## src/hw/rtl/bsp_pkg.sv

```systemverilog
// Shared types and constants for the bounded stack with purge.
// Used by the controller, datapath and top level; depends on nothing.
package bsp_pkg;

  localparam int unsigned DEF_CAPACITY = 16;
  localparam int unsigned VALUE_W      = 32;
  localparam int unsigned COUNT_OUT_W  = 5;

  typedef enum logic [1:0] {
    FUNC_PUSH  = 2'd0,
    FUNC_POP   = 2'd1,
    FUNC_CLEAR = 2'd2,
    FUNC_PURGE = 2'd3
  } func_e;

  typedef enum logic [1:0] {
    STATUS_OK    = 2'd0,
    STATUS_FULL  = 2'd1,
    STATUS_EMPTY = 2'd2
  } status_e;

  typedef struct packed {
    func_e                      func;
    logic signed [VALUE_W-1:0]  value;
  } in_t;

  typedef struct packed {
    status_e                    status;
    logic signed [VALUE_W-1:0]  popped_value;
    logic [COUNT_OUT_W-1:0]     entry_count;
    logic                       is_full_flag;
    logic                       is_empty_flag;
  } out_t;

  // Commands from the controller to the datapath
  typedef struct packed {
    logic    push_wr;
    logic    pop_rd;
    logic    clear;
    logic    purge_init;
    logic    purge_run;
    logic    purge_fin;
    logic    load_out;
    logic    pop_sel;
    status_e status;
  } cmd_t;

  // Status from the datapath to the controller
  typedef struct packed {
    logic full;
    logic empty;
    logic purge_done;
  } stat_t;

endpackage

```

## src/hw/rtl/bounded_stack_with_purge_top.sv

```systemverilog
// Bounded LIFO stack with purge. Push, clear and a pop or push that fails
// answer in the cycle after acceptance, one item per cycle while results drain.
// A successful pop answers through the registered RAM read, then the result register.
// Purge walks the entry RAM one entry a cycle.
// Reset empties the stack and clears the result valid; RAM and result register contents are kept.
// Depends on bsp_pkg, bsp_ctrl, bsp_datapath and bsp_ram.
module bounded_stack_with_purge_top #(
  parameter int unsigned CAPACITY = bsp_pkg::DEF_CAPACITY
) (
  input  logic          clk_i,
  input  logic          rst_ni,
  input  logic          in_valid_i,
  output logic          in_stall_o,
  input  bsp_pkg::in_t  in_data_i,
  output logic          out_valid_o,
  input  logic          out_stall_i,
  output bsp_pkg::out_t out_data_o
);
  import bsp_pkg::*;

  cmd_t  cmd;
  stat_t stat;

  bsp_ctrl u_ctrl (
    .clk_i       (clk_i),
    .rst_ni      (rst_ni),
    .in_valid_i  (in_valid_i),
    .in_func_i   (in_data_i.func),
    .in_stall_o  (in_stall_o),
    .out_valid_o (out_valid_o),
    .out_stall_i (out_stall_i),
    .cmd_o       (cmd),
    .stat_i      (stat)
  );

  bsp_datapath #(
    .CAPACITY (CAPACITY)
  ) u_datapath (
    .clk_i      (clk_i),
    .rst_ni     (rst_ni),
    .in_value_i (in_data_i.value),
    .cmd_i      (cmd),
    .stat_o     (stat),
    .out_data_o (out_data_o)
  );

endmodule

```

## src/hw/rtl/bsp_ram.sv

```systemverilog
// Generic simple dual-port RAM: one write port, one registered read port.
// Standalone; no package dependencies.
module bsp_ram #(
  parameter int unsigned WIDTH = 32,
  parameter int unsigned DEPTH = 16,
  localparam int unsigned AW = (DEPTH > 1) ? $clog2(DEPTH) : 1
) (
  input  logic             clk_i,
  input  logic             we_i,
  input  logic [AW-1:0]    waddr_i,
  input  logic [WIDTH-1:0] wdata_i,
  input  logic             re_i,
  input  logic [AW-1:0]    raddr_i,
  output logic [WIDTH-1:0] rdata_o
);

  logic [WIDTH-1:0] mem_q [DEPTH];
  logic [WIDTH-1:0] rdata_q;

  // Write and read; read data holds until the next read
  always_ff @(posedge clk_i) begin
    if (we_i) begin
      mem_q[waddr_i] <= wdata_i;
    end
    if (re_i) begin
      rdata_q <= mem_q[raddr_i];
    end
  end

  assign rdata_o = rdata_q;

endmodule

```

## src/hw/rtl/bsp_datapath.sv

```systemverilog
// Stack datapath: entry RAM, depth count, purge pointers and result register.
// Depends on bsp_pkg and bsp_ram.
module bsp_datapath #(
  parameter int unsigned CAPACITY = bsp_pkg::DEF_CAPACITY
) (
  input  logic                                clk_i,
  input  logic                                rst_ni,
  input  logic signed [bsp_pkg::VALUE_W-1:0]  in_value_i,
  input  bsp_pkg::cmd_t                       cmd_i,
  output bsp_pkg::stat_t                      stat_o,
  output bsp_pkg::out_t                       out_data_o
);
  import bsp_pkg::*;

  localparam int unsigned AW = (CAPACITY > 1) ? $clog2(CAPACITY) : 1;
  localparam int unsigned CW = $clog2(CAPACITY + 1);
  localparam logic [CW-1:0] CAP = CW'(CAPACITY);

  logic [CW-1:0]      count_q, count_d;
  logic [CW-1:0]      rd_q, rd_d;
  logic [CW-1:0]      wr_q, wr_d;
  logic               pend_q, pend_d;
  logic [VALUE_W-1:0] key_q;
  out_t               out_q;

  logic               ram_we, ram_re;
  logic [AW-1:0]      ram_waddr, ram_raddr;
  logic [VALUE_W-1:0] ram_wdata, ram_rdata;
  logic [CW-1:0]      count_dec;
  logic               purge_wr;
  logic [31:0]        count_ext;

  assign count_dec = count_q - CW'(1);
  assign purge_wr  = pend_q && (ram_rdata != key_q);

  // Steer the RAM ports and the next count and pointers
  always_comb begin
    ram_we    = 1'b0;
    ram_re    = 1'b0;
    ram_waddr = count_q[AW-1:0];
    ram_wdata = in_value_i;
    ram_raddr = count_dec[AW-1:0];
    count_d   = count_q;
    rd_d      = rd_q;
    wr_d      = wr_q;
    pend_d    = pend_q;
    if (cmd_i.push_wr) begin
      ram_we  = 1'b1;
      count_d = count_q + CW'(1);
    end
    if (cmd_i.pop_rd) begin
      ram_re  = 1'b1;
      count_d = count_dec;
    end
    if (cmd_i.clear) begin
      count_d = '0;
    end
    if (cmd_i.purge_init) begin
      rd_d   = '0;
      wr_d   = '0;
      pend_d = 1'b0;
    end
    if (cmd_i.purge_run) begin
      // Keep the entry read last cycle unless it matches the key
      ram_we    = purge_wr;
      ram_waddr = wr_q[AW-1:0];
      ram_wdata = ram_rdata;
      wr_d      = wr_q + CW'(purge_wr);
      // Fetch the next entry while any remain
      ram_re    = (rd_q != count_q);
      ram_raddr = rd_q[AW-1:0];
      rd_d      = (rd_q != count_q) ? rd_q + CW'(1) : rd_q;
      pend_d    = (rd_q != count_q);
    end
    if (cmd_i.purge_fin) begin
      count_d = wr_q;
    end
  end

  bsp_ram #(
    .WIDTH (VALUE_W),
    .DEPTH (CAPACITY)
  ) u_ram (
    .clk_i   (clk_i),
    .we_i    (ram_we),
    .waddr_i (ram_waddr),
    .wdata_i (ram_wdata),
    .re_i    (ram_re),
    .raddr_i (ram_raddr),
    .rdata_o (ram_rdata)
  );

  // Hold count and purge pointers
  always_ff @(posedge clk_i or negedge rst_ni) begin
    if (!rst_ni) begin
      count_q <= '0;
      rd_q    <= '0;
      wr_q    <= '0;
      pend_q  <= 1'b0;
    end else begin
      count_q <= count_d;
      rd_q    <= rd_d;
      wr_q    <= wr_d;
      pend_q  <= pend_d;
    end
  end

  // Latch the purge key
  always_ff @(posedge clk_i) begin
    if (cmd_i.purge_init) begin
      key_q <= in_value_i;
    end
  end

  assign count_ext = 32'(count_d);

  // Load the result register from the post-operation state
  always_ff @(posedge clk_i) begin
    if (cmd_i.load_out) begin
      out_q.status        <= cmd_i.status;
      out_q.popped_value  <= cmd_i.pop_sel ? ram_rdata : '0;
      out_q.entry_count   <= count_ext[COUNT_OUT_W-1:0];
      out_q.is_full_flag  <= (count_d == CAP);
      out_q.is_empty_flag <= (count_d == '0);
    end
  end

  assign out_data_o        = out_q;
  assign stat_o.full       = (count_q == CAP);
  assign stat_o.empty      = (count_q == '0);
  assign stat_o.purge_done = !pend_q && (rd_q == count_q);

  a_count_bound: assert property (@(posedge clk_i) disable iff (!rst_ni)
    count_q <= CAP)
    else $error("stack count above capacity");

  a_purge_order: assert property (@(posedge clk_i) disable iff (!rst_ni)
    cmd_i.purge_run |-> (wr_q <= rd_q) && (rd_q <= count_q))
    else $error("purge pointers out of order");

  a_purge_wr_behind: assert property (@(posedge clk_i) disable iff (!rst_ni)
    (cmd_i.purge_run && pend_q) |-> (wr_q < rd_q))
    else $error("purge write not behind read");

endmodule

```

## src/hw/rtl/bsp_ctrl.sv

```systemverilog
// Stack controller: accepts requests, sequences pop reads and purge walks,
// and owns the result valid. Depends on bsp_pkg.
module bsp_ctrl (
  input  logic            clk_i,
  input  logic            rst_ni,
  input  logic            in_valid_i,
  input  bsp_pkg::func_e  in_func_i,
  output logic            in_stall_o,
  output logic            out_valid_o,
  input  logic            out_stall_i,
  output bsp_pkg::cmd_t   cmd_o,
  input  bsp_pkg::stat_t  stat_i
);
  import bsp_pkg::*;

  localparam logic [1:0] ST_IDLE  = 2'd0;
  localparam logic [1:0] ST_PURGE = 2'd1;
  localparam logic [1:0] ST_EMIT  = 2'd2;

  logic [1:0] state_q, state_d;
  logic       pop_q, pop_d;
  logic       out_valid_q, out_valid_d;
  logic       out_free;
  logic       accept;

  assign out_free   = !out_valid_q || !out_stall_i;
  assign in_stall_o = !((state_q == ST_IDLE) && out_free);
  assign accept     = in_valid_i && !in_stall_o;

  // Decode requests and step the sequencer
  always_comb begin
    cmd_o   = '0;
    state_d = state_q;
    pop_d   = pop_q;
    case (state_q)
      ST_IDLE: begin
        if (accept) begin
          case (in_func_i)
            FUNC_PUSH: begin
              cmd_o.push_wr  = !stat_i.full;
              cmd_o.status   = stat_i.full ? STATUS_FULL : STATUS_OK;
              cmd_o.load_out = 1'b1;
            end
            FUNC_POP: begin
              if (stat_i.empty) begin
                cmd_o.status   = STATUS_EMPTY;
                cmd_o.load_out = 1'b1;
              end else begin
                cmd_o.pop_rd = 1'b1;
                pop_d        = 1'b1;
                state_d      = ST_EMIT;
              end
            end
            FUNC_CLEAR: begin
              cmd_o.clear    = 1'b1;
              cmd_o.load_out = 1'b1;
            end
            default: begin
              cmd_o.purge_init = 1'b1;
              state_d          = ST_PURGE;
            end
          endcase
        end
      end
      ST_PURGE: begin
        if (stat_i.purge_done) begin
          cmd_o.purge_fin = 1'b1;
          pop_d           = 1'b0;
          state_d         = ST_EMIT;
        end else begin
          cmd_o.purge_run = 1'b1;
        end
      end
      ST_EMIT: begin
        if (out_free) begin
          cmd_o.load_out = 1'b1;
          cmd_o.pop_sel  = pop_q;
          cmd_o.status   = STATUS_OK;
          state_d        = ST_IDLE;
        end
      end
      default: begin
        state_d = ST_IDLE;
      end
    endcase
  end

  // Set valid on load, drop it once the item is taken
  assign out_valid_d = cmd_o.load_out ? 1'b1 : (out_valid_q && out_stall_i);

  always_ff @(posedge clk_i or negedge rst_ni) begin
    if (!rst_ni) begin
      state_q     <= ST_IDLE;
      pop_q       <= 1'b0;
      out_valid_q <= 1'b0;
    end else begin
      state_q     <= state_d;
      pop_q       <= pop_d;
      out_valid_q <= out_valid_d;
    end
  end

  assign out_valid_o = out_valid_q;

  a_no_overwrite: assert property (@(posedge clk_i) disable iff (!rst_ni)
    (out_valid_q && out_stall_i) |-> !cmd_o.load_out)
    else $error("result overwritten while stalled");

  a_purge_exit: assert property (@(posedge clk_i) disable iff (!rst_ni)
    (state_q == ST_PURGE) |=> (state_q == ST_PURGE) || (state_q == ST_EMIT))
    else $error("purge left without result");

  a_stall_busy: assert property (@(posedge clk_i) disable iff (!rst_ni)
    (state_q != ST_IDLE) |-> in_stall_o)
    else $error("input open while busy");

endmodule
```

## config.mk

```make
export PLATFORM = sky130hd
export DESIGN_NAME = bounded_stack_with_purge_top
export DESIGN_NICKNAME = d
export VERILOG_FILES = /design/src/hw/rtl/bsp_pkg.sv /design/src/hw/rtl/bounded_stack_with_purge_top.sv /design/src/hw/rtl/bsp_ram.sv /design/src/hw/rtl/bsp_datapath.sv /design/src/hw/rtl/bsp_ctrl.sv
export SDC_FILE = /design/constraint.sdc
export NUM_CORES = 1
export LEC_CHECK = 0
export ABC_AREA = 1
export BUFFER_PORTS_ARGS = -buffer_cell sky130_fd_sc_hd__buf_2
export CAP_MARGIN = 20
export CORE_ASPECT_RATIO = 0.9
export CORE_MARGIN = 10
export CORE_UTILIZATION = 39
export CTS_BUF_LIST = sky130_fd_sc_hd__clkbuf_8
export DETAILED_ROUTE_END_ITERATION = 12
export GPL_TIMING_DRIVEN = 1
export PLACE_DENSITY = 0.57
export SLEW_MARGIN = 30
export SYNTH_ARGS = -nofsm -noshare
export SYNTH_HDL_FRONTEND = slang
export SYNTH_SLANG_ARGS = --single-unit
```

## constraint.sdc

```tcl
create_clock -name clk_i -period 4.2 [get_ports clk_i]
set_clock_uncertainty 0.2 [all_clocks]
set_input_delay 0.21 -clock clk_i [delete_from_list [all_inputs] [get_ports clk_i]]
set_output_delay 0.21 -clock clk_i [all_outputs]
set_load 0.05 [all_outputs]
```

==> flow_summary.yaml <==
setup_path:
  cp_max_fo: 19
  cp-end-kind: "register"
  cp-start-kind: "register"
  arrival_ps: 3880
  cp_data_required_time_ps: 4370
  r2r_slack_ps: 490
  crit_type: "register to register"
  r2r-start: "u_datapath.count_q[2]$_DFF_PN0_"
  crit_path_start: "u_datapath.count_q[2]$_DFF_PN0_"
timing:
  fin_crit_sh_pct: 88.3
  final_hold_viol_count: 0
  fin_crit_ps: 3710
  holdWs_ps: 54.6
  finalMaxSlewViolations: 0
  fmax_mhz: 270
  worst_slew_pin_slew_ps: 919
  setup_viol: 0
  slew_headroom_pct: 38.5
  rsz0062_at_grt: "false"
  setup_tns_ps: 0
pwr:
  powerDensity_mw_per_mm2: 833
  swShare_pct: 44.3
  p_sw_mw: 11.8
  seqPwrFrac_pct: 34.2
  power.share.clock_pct: 18.7
  p_int_mw: 14.9
  combinationalPowerShare_pct: 47.1
  p_leak_nw: 13.1
  irDropWorstVdd_mv: 0.817
global_route:
  gr-total-overflow: 0
  grt.total_usage_pct: 17.7
  antenna_found_initial: 2
  grt_pass1_wl_um: 113000
  grt_pass1_vias: 19000
  grt_max_degree: 130
min_path:
  hp-start: "in_data_i[12]"
  hold_class: "input pin to register"
routing:
  ant_nets: 0
  wirelength_um: 73200
  drc: 0
  num_vias: 19200
  vias_per_cell: 5.08
  drt_first_iter_violations: 1912
  post_drt_wl_per_cell_um: 19.4
  dr.pass1.iters: 6
clock_tree:
  cts_tree: "done"
  post_cts_buffers: 0
  cts_root_buffer: "clkbuf_8"
  cts_inserted_buffers: 106
  cts_repair_resize_count: 0
  cts_max_level: 3
  clkSlewWorstSetupHoldPaths_ps: 60
  cts_hold_buf: 56
  clockBufferDepth: 3
  worstSkewPairLatency_ps: 720
  clkSinkCount: 637
floorplan:
  fp.dieW_um: 301
  rows: 92
  die_area_mm2: 0.0820
  start_util_pct: 39.4
  fp.dieH_um: 273
  core_mm2: 0.0702
  io_pins: 81
logic_synthesis:
  synth_top_family_by_area: "simple AND/OR/NAND/NOR gates"
  synth_area_mm2: 0.0277
  syn_area_per_cell_um2: 10.8
  synth_mux_area_share_pct: 0.0769
  seq_area_frac_synth_pct: 68.8
  synthAdderAreaFrac_pct: 0.271
  synth_area_leader_cell: "edfxtp_1"
  yosys.area_share.simple_pct: 21.5
  async_flop_share_pct: 3.14
  synth_edf_count: 617
  synth_commonest_cells: "nand2_1, edfxtp_1, nand3_1, inv_1, buf_2"
  synth.distinct_cells: 38
  synth_compound_area_share_pct: 1.18
  ys_top_cells_by_area: "edfxtp_1, nand3_1, nand2_1"
  ys_dominant_reg_cell: "edfxtp_1"
  syn_nets: 2609
  synth_most_common_cell: "nand2_1"
  netlist.area_leader.share_pct: 67.0
  synth_seq_cells: 637
  synthXorXnorAreaFrac_pct: 1.08
  syn_inst: 2565
  ys_warn_count: 0
placement:
  place.port_buffers: 80
  dp.final_hpwl_um: 39900
  placed_area_mm2: 0.0296
  place_congestion: 0.847
final_layout:
  drive_gt1_share_pct: 11.9
  nNetsFinal: 2795
  syn2layout_area_growth_pct: 15.9
  n_fill_cell: 6482
  final_cell_area_mm2: 0.0321
outcome:
  status: "complete, no violations"
run:
  max-cap-violations: 0
-- worst max-delay path, cell delays in order, from the launching register on --
cell and delay [ps]:
dfrtp_1 560, inv_2 60, nand2_1 60, nand2_1 60
nor2_2 180, nand4_4 160, nand2_4 300, nand2_1 80
o21ai_0 180, inv_1 130, nor2_1 150, nand2_1 110
nor2_4 710, buf_4 420
-- registers in the layout, summed over array words and instances, names as in the netlist --
register                  cells
u_datapath.key_q             32
u_datapath.count_q            5
u_datapath.rd_q               5
u_datapath.u_ram.rdata_o     32
u_ctrl.state_q                2
u_datapath.wr_q               5
u_ctrl.out_valid_o            1
u_datapath.u_ram.mem_q      512
u_ctrl.pop_q                  1
u_datapath.out_data_o        41
u_datapath.pend_q             1
-- metrics by stage --
stage          setup WS [ps]  instances  power, mW  util, %
6_report                 493       3775       26.7     45.7
5_1_grt                  270       3775       28.6     45.7
4_1_cts                  493       3773       26.9     45.7
3_5_place_dp             518       3526       21.8     42.2
3_3_place_gp             613       3526       21.6     42.2
2_1_floorplan            231       2565       17.6        -
-- cell families (layout without fill, tap and decap cells) --
group / after synthesis / count (layout)
other: 0 / 1
buffers and inverters: 472 / 741
flip-flops: 637 / 637
XOR/XNOR: 34 / 34
AND/OR/NAND/NOR: 1353 / 1353
adder cells (fa/ha/maj): 6 / 6
AO/OA/AOI/OAI: 61 / 61
multiplexers: 2 / 2
-- cell usage in the layout (no fill, tap or decap), types with 2 or more instances in the layout --
master,instances
a21oi_1,5
buf_12,22
buf_2,81
buf_4,64
bufinv_16,2
clkbuf_8,108
clkinv_1,26
clkinv_2,10
dfrtp_1,20
dlygate4sd3_1,56
edfxtp_1,617
ha_1,6
inv_1,359
inv_2,5
inv_6,4
nand2_1,645
nand2_2,2
nand2_8,2
nand3_1,605
nand4_1,6
nor2_1,59
nor2_2,2
nor2_4,17
nor3_1,3
nor4_1,2
o211ai_1,2
o21ai_0,44
o21ai_4,4
o22ai_1,3
or2_2,4
xnor2_1,20
xor2_1,14
-- worst paths after layout --
path,endpoint,cells after the start
worst min-delay path,u_datapath.key_q[12]$_DFFE_PP_,2
worst max-delay path,u_datapath.u_ram.mem_q[4][9]$_DFFE_PP_,13
min in group asynchronous,u_datapath.rd_q[3]$_DFFE_PN0P_,4
worst max register to register,u_datapath.u_ram.mem_q[4][9]$_DFFE_PP_,13
max in group asynchronous,u_ctrl.pop_q$_DFFE_PN0P_,4
worst min register to register,u_ctrl.pop_q$_DFFE_PN0P_,2
-- routing by layer --
layer  GRT usage, %  vias to the layer above  wire length (µm)
li1               -                     9025                 -
met1           24.7                     9287             32300
met2           27.5                      747             33100
met3           3.44                      112              6020
met4           5.86                        0              1720
met5              0                        -                 0
-- layout make-up --
cell class              instances  area, µm²  area share (%)
clock buffers                 108       1490            4.63
flip-flops and latches        637      19000            59.3
repair buffers                223       1890            5.88
clock inverters                83        420            1.31
diodes                          1       2.50         0.00780
inverters                     327       1230            3.83
well taps                     940       1180            3.67
multi-input cells            1456       6850            21.4
-- power by group through the flow --
stage | registers [mW] | clock network [mW] | logic (mW)
6_report | 9.14 | 4.99 | 12.6
5_1_grt | 9.20 | 5.42 | 14.0
4_1_cts | 9.14 | 5.11 | 12.6
3_5_place_dp | 9.26 | 0 | 12.5
3_3_place_gp | 9.25 | 0 | 12.4
2_1_floorplan | 9.63 | 0 | 7.94
No activity file was read; power rests on OpenSTA's default activity.
